==> src/sv/mdrb_pkg.sv <==
`default_nettype none

package mdrb_pkg;

   localparam int DEPTH     = 16;
   localparam int ITEM_BITS = 32;

   localparam int IDX_BITS  = (DEPTH > 1) ? $clog2(DEPTH) : 1;
   localparam int CNT_BITS  = $clog2(DEPTH + 1);
   localparam int QLEN_BITS = 5;
   localparam int DATA_BITS = 32;
   localparam int WAIT_BITS = 5;
   localparam int FUNC_BITS = 2;
   localparam int STAT_BITS = 2;

   localparam logic [QLEN_BITS-1:0] QLEN_RESET = 5'd16;

   typedef enum logic [FUNC_BITS-1:0] {
      FUNC_SEND_BACK  = 2'd0,
      FUNC_SEND_FRONT = 2'd1,
      FUNC_RECEIVE    = 2'd2,
      FUNC_PEEK       = 2'd3
   } func_type;

   typedef enum logic [STAT_BITS-1:0] {
      ST_PASS  = 2'd0,
      ST_FULL  = 2'd1,
      ST_EMPTY = 2'd2
   } status_type;

   typedef enum logic {
      S_IDLE = 1'b0,
      S_EXEC = 1'b1
   } state_type;

   typedef struct packed {
      logic capture;
      logic execute;
   } cmd_type;

   typedef struct packed {
      status_type            status;
      logic [DATA_BITS-1:0]  read_data;
      logic [WAIT_BITS-1:0]  items_waiting;
   } rsp_type;

   function automatic logic [CNT_BITS-1:0] eff_len(input logic [QLEN_BITS-1:0] q);
      int unsigned l;
      l = 32'(q);
      if (l == 0) begin
         l = 1;
      end
      if (l > DEPTH) begin
         l = DEPTH;
      end
      return l[CNT_BITS-1:0];
   endfunction

endpackage

`default_nettype wire

==> src/sv/mdrb_ctrl.sv <==
`default_nettype none

module mdrb_ctrl (
   input  wire                clock,
   input  wire                reset,
   input  wire                req_tvalid,
   output logic               req_tready,
   output logic               rsp_tvalid,
   input  wire                rsp_tready,
   output mdrb_pkg::cmd_type  cmd
);

   mdrb_pkg::state_type state_ff, state_in;
   logic rsp_valid_ff, rsp_valid_in;

   always_comb begin
      state_in = state_ff;
      case (state_ff)
         mdrb_pkg::S_IDLE: begin
            if (req_tvalid) begin
               state_in = mdrb_pkg::S_EXEC;
            end
         end
         mdrb_pkg::S_EXEC: begin
            if (!rsp_valid_ff || rsp_tready) begin
               state_in = mdrb_pkg::S_IDLE;
            end
         end
         default: begin
            state_in = mdrb_pkg::S_IDLE;
         end
      endcase
   end

   always_comb begin
      req_tready  = 1'b0;
      cmd.capture = 1'b0;
      cmd.execute = 1'b0;
      case (state_ff)
         mdrb_pkg::S_IDLE: begin
            req_tready  = 1'b1;
            cmd.capture = req_tvalid;
         end
         mdrb_pkg::S_EXEC: begin
            cmd.execute = !rsp_valid_ff || rsp_tready;
         end
         default: begin
            req_tready = 1'b0;
         end
      endcase
   end

   always_comb begin
      if (cmd.execute) begin
         rsp_valid_in = 1'b1;
      end else if (rsp_tready) begin
         rsp_valid_in = 1'b0;
      end else begin
         rsp_valid_in = rsp_valid_ff;
      end
   end

   assign rsp_tvalid = rsp_valid_ff;

   always_ff @(posedge clock) begin
      if (reset) begin
         state_ff     <= mdrb_pkg::S_IDLE;
         rsp_valid_ff <= 1'b0;
      end else begin
         state_ff     <= state_in;
         rsp_valid_ff <= rsp_valid_in;
      end
   end

endmodule

`default_nettype wire

==> src/sv/mdrb_dpath.sv <==
`default_nettype none

module mdrb_dpath (
   input  wire                                 clock,
   input  wire                                 reset,
   input  mdrb_pkg::cmd_type                   cmd,
   input  wire [mdrb_pkg::FUNC_BITS-1:0]       req_func,
   input  wire [mdrb_pkg::DATA_BITS-1:0]       req_data,
   input  wire                                 csr_we,
   input  wire [mdrb_pkg::QLEN_BITS-1:0]       csr_wdata,
   output mdrb_pkg::rsp_type                   rsp
);

   localparam int IB = mdrb_pkg::IDX_BITS;
   localparam int CB = mdrb_pkg::CNT_BITS;

   logic [mdrb_pkg::ITEM_BITS-1:0] mem [0:mdrb_pkg::DEPTH-1];

   mdrb_pkg::func_type             func_ff;
   logic [mdrb_pkg::ITEM_BITS-1:0] data_ff;
   logic [mdrb_pkg::ITEM_BITS-1:0] rd_ff;

   logic [IB-1:0] wi_ff, wi_in;
   logic [IB-1:0] ri_ff, ri_in;
   logic [CB-1:0] cnt_ff, cnt_in;
   logic [CB-1:0] len_ff, len_new;

   logic [IB-1:0] nri;
   logic [IB-1:0] mem_addr;
   logic          mem_we;
   logic          full;
   logic          empty;

   mdrb_pkg::rsp_type rsp_ff, rsp_in;

   assign nri     = (CB'(ri_ff) + CB'(1) >= len_ff) ? '0 : ri_ff + IB'(1);
   assign full    = cnt_ff >= len_ff;
   assign empty   = cnt_ff == '0;
   assign len_new = mdrb_pkg::eff_len(csr_wdata);

   always_comb begin
      wi_in                = wi_ff;
      ri_in                = ri_ff;
      cnt_in               = cnt_ff;
      mem_we               = 1'b0;
      mem_addr             = wi_ff;
      rsp_in.status        = mdrb_pkg::ST_PASS;
      rsp_in.read_data     = '0;
      case (func_ff)
         mdrb_pkg::FUNC_SEND_BACK: begin
            if (full) begin
               rsp_in.status = mdrb_pkg::ST_FULL;
            end else begin
               mem_we   = 1'b1;
               mem_addr = wi_ff;
               wi_in    = (CB'(wi_ff) + CB'(1) >= len_ff) ? '0 : wi_ff + IB'(1);
               cnt_in   = cnt_ff + CB'(1);
            end
         end
         mdrb_pkg::FUNC_SEND_FRONT: begin
            if (full) begin
               rsp_in.status = mdrb_pkg::ST_FULL;
            end else begin
               mem_we   = 1'b1;
               mem_addr = ri_ff;
               ri_in    = (ri_ff == '0) ? IB'(len_ff - CB'(1)) : ri_ff - IB'(1);
               cnt_in   = cnt_ff + CB'(1);
            end
         end
         mdrb_pkg::FUNC_RECEIVE: begin
            if (empty) begin
               rsp_in.status = mdrb_pkg::ST_EMPTY;
            end else begin
               rsp_in.read_data = mdrb_pkg::DATA_BITS'(rd_ff);
               ri_in            = nri;
               cnt_in           = cnt_ff - CB'(1);
            end
         end
         mdrb_pkg::FUNC_PEEK: begin
            if (empty) begin
               rsp_in.status = mdrb_pkg::ST_EMPTY;
            end else begin
               rsp_in.read_data = mdrb_pkg::DATA_BITS'(rd_ff);
            end
         end
         default: begin
            rsp_in.status = mdrb_pkg::ST_PASS;
         end
      endcase
      rsp_in.items_waiting = mdrb_pkg::WAIT_BITS'(cnt_in);
   end

   always_ff @(posedge clock) begin
      if (cmd.capture) begin
         rd_ff <= mem[nri];
      end
      if (cmd.execute && mem_we) begin
         mem[mem_addr] <= data_ff;
      end
   end

   always_ff @(posedge clock) begin
      if (cmd.capture) begin
         func_ff <= mdrb_pkg::func_type'(req_func);
         data_ff <= mdrb_pkg::ITEM_BITS'(req_data);
      end
      if (cmd.execute) begin
         rsp_ff <= rsp_in;
      end
   end

   always_ff @(posedge clock) begin
      if (reset) begin
         len_ff <= mdrb_pkg::eff_len(mdrb_pkg::QLEN_RESET);
         wi_ff  <= '0;
         ri_ff  <= IB'(mdrb_pkg::eff_len(mdrb_pkg::QLEN_RESET) - CB'(1));
         cnt_ff <= '0;
      end else if (csr_we) begin
         len_ff <= len_new;
         wi_ff  <= '0;
         ri_ff  <= IB'(len_new - CB'(1));
         cnt_ff <= '0;
      end else if (cmd.execute) begin
         wi_ff  <= wi_in;
         ri_ff  <= ri_in;
         cnt_ff <= cnt_in;
      end
   end

   assign rsp = rsp_ff;

endmodule

`default_nettype wire

==> src/sv/message_deque_ring_buffer.sv <==
// Channel  Direction  tdata (low bit up)                     tuser
// req_     in         [31:0] item_data                       [1:0] func
// rsp_     out        [31:0] read_data, [36:32] items_waiting [1:0] status
// csr_     in         csr_wdata [4:0] queue_length, written when csr_we
//
// Each item is first captured while the slot memory is read; then the
// indices and count are updated and the result register is loaded. The
// slot memory read is registered. Reset is synchronous and sets
// queue_length to 16 with an empty queue. While a result waits in the
// output register the next item is still taken; its update step holds
// until the waiting result is taken.
`default_nettype none

module message_deque_ring_buffer (
   input  wire         clock,
   input  wire         reset,
   input  wire         req_tvalid,
   output logic        req_tready,
   input  wire  [31:0] req_tdata,  // [31:0] item_data
   input  wire  [1:0]  req_tuser,  // [1:0] func
   output logic        rsp_tvalid,
   input  wire         rsp_tready,
   output logic [39:0] rsp_tdata,  // [31:0] read_data, [36:32] items_waiting
   output logic [1:0]  rsp_tuser,  // [1:0] status
   input  wire         csr_we,
   input  wire  [4:0]  csr_wdata
);

   mdrb_pkg::cmd_type cmd;
   mdrb_pkg::rsp_type rsp;

   mdrb_ctrl u_ctrl (
      .clock      (clock),
      .reset      (reset),
      .req_tvalid (req_tvalid),
      .req_tready (req_tready),
      .rsp_tvalid (rsp_tvalid),
      .rsp_tready (rsp_tready),
      .cmd        (cmd)
   );

   mdrb_dpath u_dpath (
      .clock     (clock),
      .reset     (reset),
      .cmd       (cmd),
      .req_func  (req_tuser),
      .req_data  (req_tdata),
      .csr_we    (csr_we),
      .csr_wdata (csr_wdata),
      .rsp       (rsp)
   );

   assign rsp_tdata = {3'b000, rsp.items_waiting, rsp.read_data};
   assign rsp_tuser = rsp.status;

`ifndef SYNTHESIS
   a_one_in_flight: assert property (@(posedge clock) disable iff (reset)
      (req_tvalid && req_tready) |=> !req_tready)
      else $error("item accepted while another is in work");

   a_empty_result: assert property (@(posedge clock) disable iff (reset)
      (rsp_tvalid && rsp_tuser == mdrb_pkg::ST_EMPTY)
      |-> (rsp_tdata[31:0] == 32'd0 && rsp_tdata[36:32] == 5'd0))
      else $error("empty status with data or items waiting");

   a_full_result: assert property (@(posedge clock) disable iff (reset)
      (rsp_tvalid && rsp_tuser == mdrb_pkg::ST_FULL)
      |-> (rsp_tdata[31:0] == 32'd0 && rsp_tdata[36:32] != 5'd0))
      else $error("full status with data or no items waiting");

   a_count_bound: assert property (@(posedge clock) disable iff (reset)
      rsp_tvalid |-> (32'(rsp_tdata[36:32]) <= mdrb_pkg::DEPTH))
      else $error("items waiting above ring depth");
`endif

endmodule

`default_nettype wire
==> config.mk <==
export PLATFORM = sky130hd
export DESIGN_NAME = message_deque_ring_buffer
export DESIGN_NICKNAME = d
export VERILOG_FILES = /design/src/sv/mdrb_pkg.sv /design/src/sv/mdrb_ctrl.sv /design/src/sv/mdrb_dpath.sv /design/src/sv/message_deque_ring_buffer.sv
export SDC_FILE = /design/constraint.sdc
export NUM_CORES = 1
export LEC_CHECK = 0
export BUFFER_PORTS_ARGS = -buffer_cell sky130_fd_sc_hd__buf_4
export CAP_MARGIN = 5
export CORE_MARGIN = 2
export CORE_UTILIZATION = 30
export DETAILED_ROUTE_END_ITERATION = 6
export GPL_ROUTABILITY_DRIVEN = 0
export PLACE_DENSITY = 0.42
export RECOVER_POWER = 50
export SYNTH_ARGS = -nofsm -noshare
export SYNTH_HDL_FRONTEND = slang
export SYNTH_HIERARCHICAL = 1
export SYNTH_SLANG_ARGS = --single-unit
==> constraint.sdc <==
create_clock -name clock -period 6 [get_ports clock]
set_clock_uncertainty 0.1 [all_clocks]
set_input_delay 0.6 -clock clock [delete_from_list [all_inputs] [get_ports clock]]
set_output_delay 0.6 -clock clock [all_outputs]
set_load 0.01 [all_outputs]
==> impl_metrics.ini, run 1 <==
[sta]
fin_crit_sh = 0.695
setup_viol = 0
slew_violations = 86
setup_tns_ps = 0
worst_pin_slew_ps = 3380
rsz0062_at_grt = false
relSlewSlack = -1.25
hold_viol = 0
min_period_ps = 4170
timing.fmax_ghz = 0.240

[die]
die_w_um = 297
die_height_um = 297
coreArea_sq_um = 85000
start_util = 0.302
fp-row-count = 107
dieArea_sq_um = 87900
io_pins = 88

[status]
failed_checks = capacitance limit, slew limit
status = complete, but fails checks

[finish]
fin_util = 0.353
final_cells = 2994
multi_input_area_sq_um = 6210
layout-area-overhead-vs-synth_pct = 17.0
n_antenna_cell = 0
seq_area_sq_um = 18900
drive_above_1_share = 0.134
fill_cells = 8141
layout.nets = 1863

[clock_network]
cts_max_path_buffers = 3
ctsHoldBuffers = 0
cts.clk_slew.worst_paths_ps = 60
htree_levels = 3
cts_sinks = 637
cts_setup_buffers = 0
root_buffer = clkbuf_16
cts_resized = 0
cts_tree = done
cts_made_buffers = 75
clk_latency_ps = 610

[detailed_routing]
drtPass1Iterations = 5
drt_iter0_drc = 1301
detail-route-antenna-nets = 0
wl_per_cell_um = 24.6
viasPerCell = 5.08
wl_mm = 73.6
num_vias = 15224
drc = 0

[worst_setup_path]
cp.required_ps = 6160
critical_path_peak_fanout = 19
slowest_stage = nor2_4
cp_common_cell = o21ai_1
crit_type = reg2reg
critPathCaptureType = register
startpoint_type = register
path_cells = ha_1, a21oi_1, o21ai_1, a21o_1, a2111oi_4, o21ai_1, nor2_4, buf_4
max_stage_delay_ps = 820
cp_data_arrival_time_ps = 4330

[yosys]
synth_cell_types = 73
avgSynthCellArea_sq_um = 15.0
ys_seq_elements = 637
synth_cells = 1707
synth-warning-count = 6
async_flop_share = 0
ys.flop_type = edfxtp_1
synth_edf_count = 617
ys_seq_area_frac = 0.737
synth_area_sq_um = 25700

[flow_run]
cap_violations = 2

[grt]
overflow = 0
grt_max_degree = 106
grt_usage = 0.168
grt_pass1_vias = 15524
grt_pass1_wl_mm = 107
antenna_found_initial = 0

[pwr]
peakVddDrop_mv = 0.200
power_density_nw_per_um2 = 367
leakage_uw = 0.00996

[placed_design]
port_buffers = 84
dp_cells = 2864
hpwl_mm = 39.6

[worst_hold_path]
hold_class = in2reg
## flip-flops by register name, indices dropped and copies added, names as in the netlist, 2 cells and up
name,flops
u_dpath/cnt_ff,5
u_dpath/data_ff,32
u_dpath/func_ff,2
u_dpath/len_ff,5
u_dpath/mem,512
u_dpath/rd_ff,32
u_dpath/ri_ff,4
u_dpath/rsp,39
u_dpath/wi_ff,4
## final timing paths
kind	from	endpoint	slack (ps)	cells past startpoint
worst max-delay path	u_dpath/cnt_ff[2]	u_dpath/mem[9][19]	1830	8
worst min-delay path	req_tdata[9]	u_dpath/data_ff[9]	90	1
worst min register to register	u_dpath/len_ff[4]	u_dpath/len_ff[4]	410	2
worst max register to register	u_dpath/cnt_ff[2]	u_dpath/mem[9][19]	1830	8
## layout by cell type, fill, tap and decap left out, drive strengths merged, types with 20 or more instances in the layout
| master | netlist | layout |
|---|---|---|
| edfxtp | 617 | 617 |
| clkbuf | 70 | 147 |
| nand2 | 120 | 120 |
| a21oi | 112 | 112 |
| mux2i | 74 | 74 |
| buf | 47 | 68 |
| o211ai | 64 | 64 |
| inv | 51 | 53 |
| o21ai | 49 | 49 |
| nand2b | 39 | 39 |
| a31oi | 38 | 38 |
| nor2 | 38 | 38 |
| nand3 | 37 | 37 |
| a211oi | 34 | 34 |
| and2 | 34 | 34 |
| clkinv | 0 | 32 |
| a221oi | 31 | 31 |
| a32oi | 31 | 31 |
| a22oi | 31 | 31 |
| o22ai | 31 | 31 |
| o2bb2ai | 31 | 31 |
| ha | 22 | 22 |
| dfxtp | 20 | 20 |
## area by class of cell
type / count / share of cell area
repair buffers: 128 / 0.0306
well taps: 1144 / 0.0477
multi-input cells: 904 / 0.207
inverters: 51 / 0.00637
clock buffers: 87 / 0.0647
flip-flops and latches: 637 / 0.630
clock inverters: 43 / 0.0133
## logic make-up after synthesis
| logic type | after synthesis | synth area share |
|---|---|---|
| flops | 637 | 0.737 |
| simple gates | 306 | 0.0579 |
| fa+ha+maj | 22 | 0.0107 |
| buf+inv | 168 | 0.0280 |
| other cells | 1 | 0.000146 |
| xor+xnor | 9 | 0.00336 |
| compound gates | 488 | 0.133 |
| mux | 76 | 0.0297 |
## worst max-delay path, delay by kind of cell (launching register included)
kind	cells	cell delay, ps
compound gates	5	1490
buf+inv	1	450
simple gates	1	820
fa+ha+maj	1	320
flops	1	590
## metal layers
layer / part of all wire / GRT usage / vias to the layer above
li1: - / - / 6900
met1: 0.45 / 0.228 / 7881
met2: 0.49 / 0.282 / 345
met3: 0.044 / 0.0248 / 98
met4: 0.018 / 0.0439 / 0
met5: 0 / 0 / -
## synthesized netlist by cell type (all sizes together) (3+ instances only)
library cell | instances | area (sq um)
a211oi | 34 | 255
a21o | 4 | 30.0
a21oi | 112 | 576
a221oi | 31 | 272
a22oi | 31 | 233
a31oi | 38 | 244
a32oi | 31 | 272
and2 | 34 | 214
and3 | 3 | 18.8
buf | 47 | 264
clkbuf | 70 | 263
dfxtp | 20 | 400
edfxtp | 617 | 18500
ha | 22 | 275
inv | 51 | 191
mux2i | 74 | 741
nand2 | 120 | 453
nand2b | 39 | 244
nand3 | 37 | 185
nand4 | 4 | 25.0
nor2 | 38 | 143
nor2b | 9 | 56.3
nor3 | 8 | 40.0
o211ai | 64 | 480
o21ai | 49 | 257
o21bai | 4 | 30.0
o22ai | 31 | 194
o2bb2ai | 31 | 272
o31a | 3 | 26.3
o31ai | 3 | 27.5
or2 | 3 | 18.8
xnor2 | 5 | 51.3
xor2 | 4 | 35.0
## where the power goes
part           switching, uW  internal [uW]  leakage, uW
Combinational           1000            462      0.00302
Sequential               103           5030      0.00580
Clock                   1800           2610      0.00115
## per-stage QoR
step | hold WS (ps) | setup slack (ps) | power, uW | cell area [sq um]
floorplan | 364 | 1820 | 6080 | 25700
global placement | 388 | 1840 | 6710 | 27800
detailed placement | 400 | 1820 | 6710 | 27800
CTS | 25.9 | 1780 | 11200 | 30100
global route | 61.5 | 1290 | 11400 | 30000
finish | 87.8 | 1830 | 11000 | 30000
Note: power is estimated with default switching activity, not from simulation.
==> run 2: changes to the inputs <==
==> constraint.sdc (replaced) <==
create_clock -name clock -period 3.93 [get_ports clock]
set_clock_uncertainty 0.1 [all_clocks]
set_input_delay 0.393 -clock clock [delete_from_list [all_inputs] [get_ports clock]]
set_output_delay 0.393 -clock clock [all_outputs]
set_load 0.01 [all_outputs]
==> impl_metrics.ini, run 2 (synthesis gave the netlist of run 1 again) <==
[status]
status = complete, but fails checks
failed_checks = capacitance limit, slew limit

[sta]
slew_violations = 76
hold_viol = 0
worst_pin_slew_ps = 1840
relSlewSlack = -0.227
min_period_ps = 3660
rsz0062_at_grt = false
timing.fmax_ghz = 0.273
setup_viol = 0
fin_crit_sh = 0.932

[finish]
layout-area-overhead-vs-synth_pct = 19.7
final_common_cell = edfxtp_1
final_cells = 3061
fin_util = 0.361
n_antenna_cell = 0
layout.nets = 1927
drive_above_1_share = 0.134
largest_reg_flops = 512
top_register = u_dpath/mem
most-common-layout-cells = edfxtp_1, nand2_1, a21oi_1, clkbuf_16, mux2i_1

[worst_setup_path]
critical_path_peak_fanout = 19
critPathBufInv = 2
path_cells = inv_1, ha_1, nor2b_1, o21ai_1, a21o_1, a2111oi_4, nand2_1, nor2_4, buf_12
cp_data_arrival_time_ps = 3870
critPathCaptureType = register
cp.required_ps = 4140
crit_type = reg2reg
slowest_stage = a2111oi_4
max_stage_delay_ps = 670
startpoint_type = register
path_delay_family = simple AND/OR/NAND/NOR gates

[die]
die_height_um = 297
die_w_um = 297
coreArea_sq_um = 85000
fp-row-count = 107
start_util = 0.302
io_pins = 88
dieArea_sq_um = 87900

[clock_network]
clk_latency_ps = 630
cts_max_path_buffers = 3
cts.clk_slew.worst_paths_ps = 60
root_buffer = clkbuf_16
cts_tree = done
htree_levels = 3
cts_made_buffers = 76
cts_sinks = 637

[detailed_routing]
num_vias = 15533
wl_mm = 74.2
drc = 0
drt_iter0_drc = 1114
wl_per_cell_um = 24.2
detail-route-antenna-nets = 0
viasPerCell = 5.07
drtPass1Iterations = 5

[grt]
antenna_found_initial = 0
grt_pass1_vias = 15486
grt_pass1_wl_mm = 108
overflow = 0
grt_max_degree = 134
grt_usage = 0.169

[pwr]
peakVddDrop_mv = 0.254
leakage_uw = 0.0102
power_density_nw_per_um2 = 552

[placed_design]
port_buffers = 84
hpwl_mm = 41.2
dp_cells = 2888

[worst_hold_path]
hold_class = in2reg

[flow_run]
cap_violations = 2
[run 2: final timing paths]
path | startpoint | endpoint | slack, ps | depth (start not counted)
setup / recovery | u_dpath/cnt_ff[0] | u_dpath/mem[7][8] | 270 | 9
hold / removal | csr_wdata[3] | u_dpath/len_ff[3] | 60 | 5
setup reg to reg | u_dpath/cnt_ff[0] | u_dpath/mem[7][8] | 270 | 9
hold reg to reg | u_dpath/len_ff[4] | u_dpath/len_ff[4] | 400 | 2
[run 2: metal layers]
| layer | global-route usage | routed length, um | vias up |
|---|---|---|---|
| li1 | - | - | 7027 |
| met1 | 0.224 | 33300 | 8025 |
| met2 | 0.283 | 35800 | 378 |
| met3 | 0.0283 | 3260 | 103 |
| met4 | 0.0546 | 1760 | 0 |
| met5 | 0 | 0 | - |
[run 2: cell type report]
cell class | instances | area [sq um]
multi-input combinational | 904 | 6210
tap | 1144 | 1430
clock buffer | 89 | 1950
fill | 8072 | 54300
sequential | 637 | 18900
inverter | 51 | 191
timing repair buffer | 191 | 1550
clock inverter | 45 | 444
[run 2: worst min-delay path, stage by stage]
cell	delay, ps
buf_4	90
nand2_1	50
nor2_1	90
a21oi_1	50
nor2_1	70
[run 2: through the flow]
| step | area (sq um) | total power [uW] | TNS [ps] | setup slack, ps | hold WS (ps) |
|---|---|---|---|---|---|
| 2_1_floorplan | 25700 | 9290 | -13750 | -43.8 | 362 |
| 3_3_place_gp | 28100 | 10300 | 0 | 267 | 391 |
| 3_5_place_dp | 28100 | 10300 | 0 | 289 | 392 |
| 4_1_cts | 30900 | 17200 | 0 | 256 | 14.3 |
| 5_1_grt | 30700 | 17700 | 0 | 15.0 | 62.8 |
| 6_report | 30700 | 17000 | 0 | 268 | 55.6 |
[run 2: power by group]
group          internal, uW  leakage (uW)  switching, uW  total [uW]
clock network          3970       0.00117           2850        6810
registers              7670       0.00580            157        7830
logic                   757       0.00328           1570        2320
[run 2: timing repair]
item                                    CTS  global route
buffers inserted                          0             0
hold endpoints to repair                 44             0
resized for setup                         0             0
hold buffers                             39             0
endpoints found under the setup margin    0             1
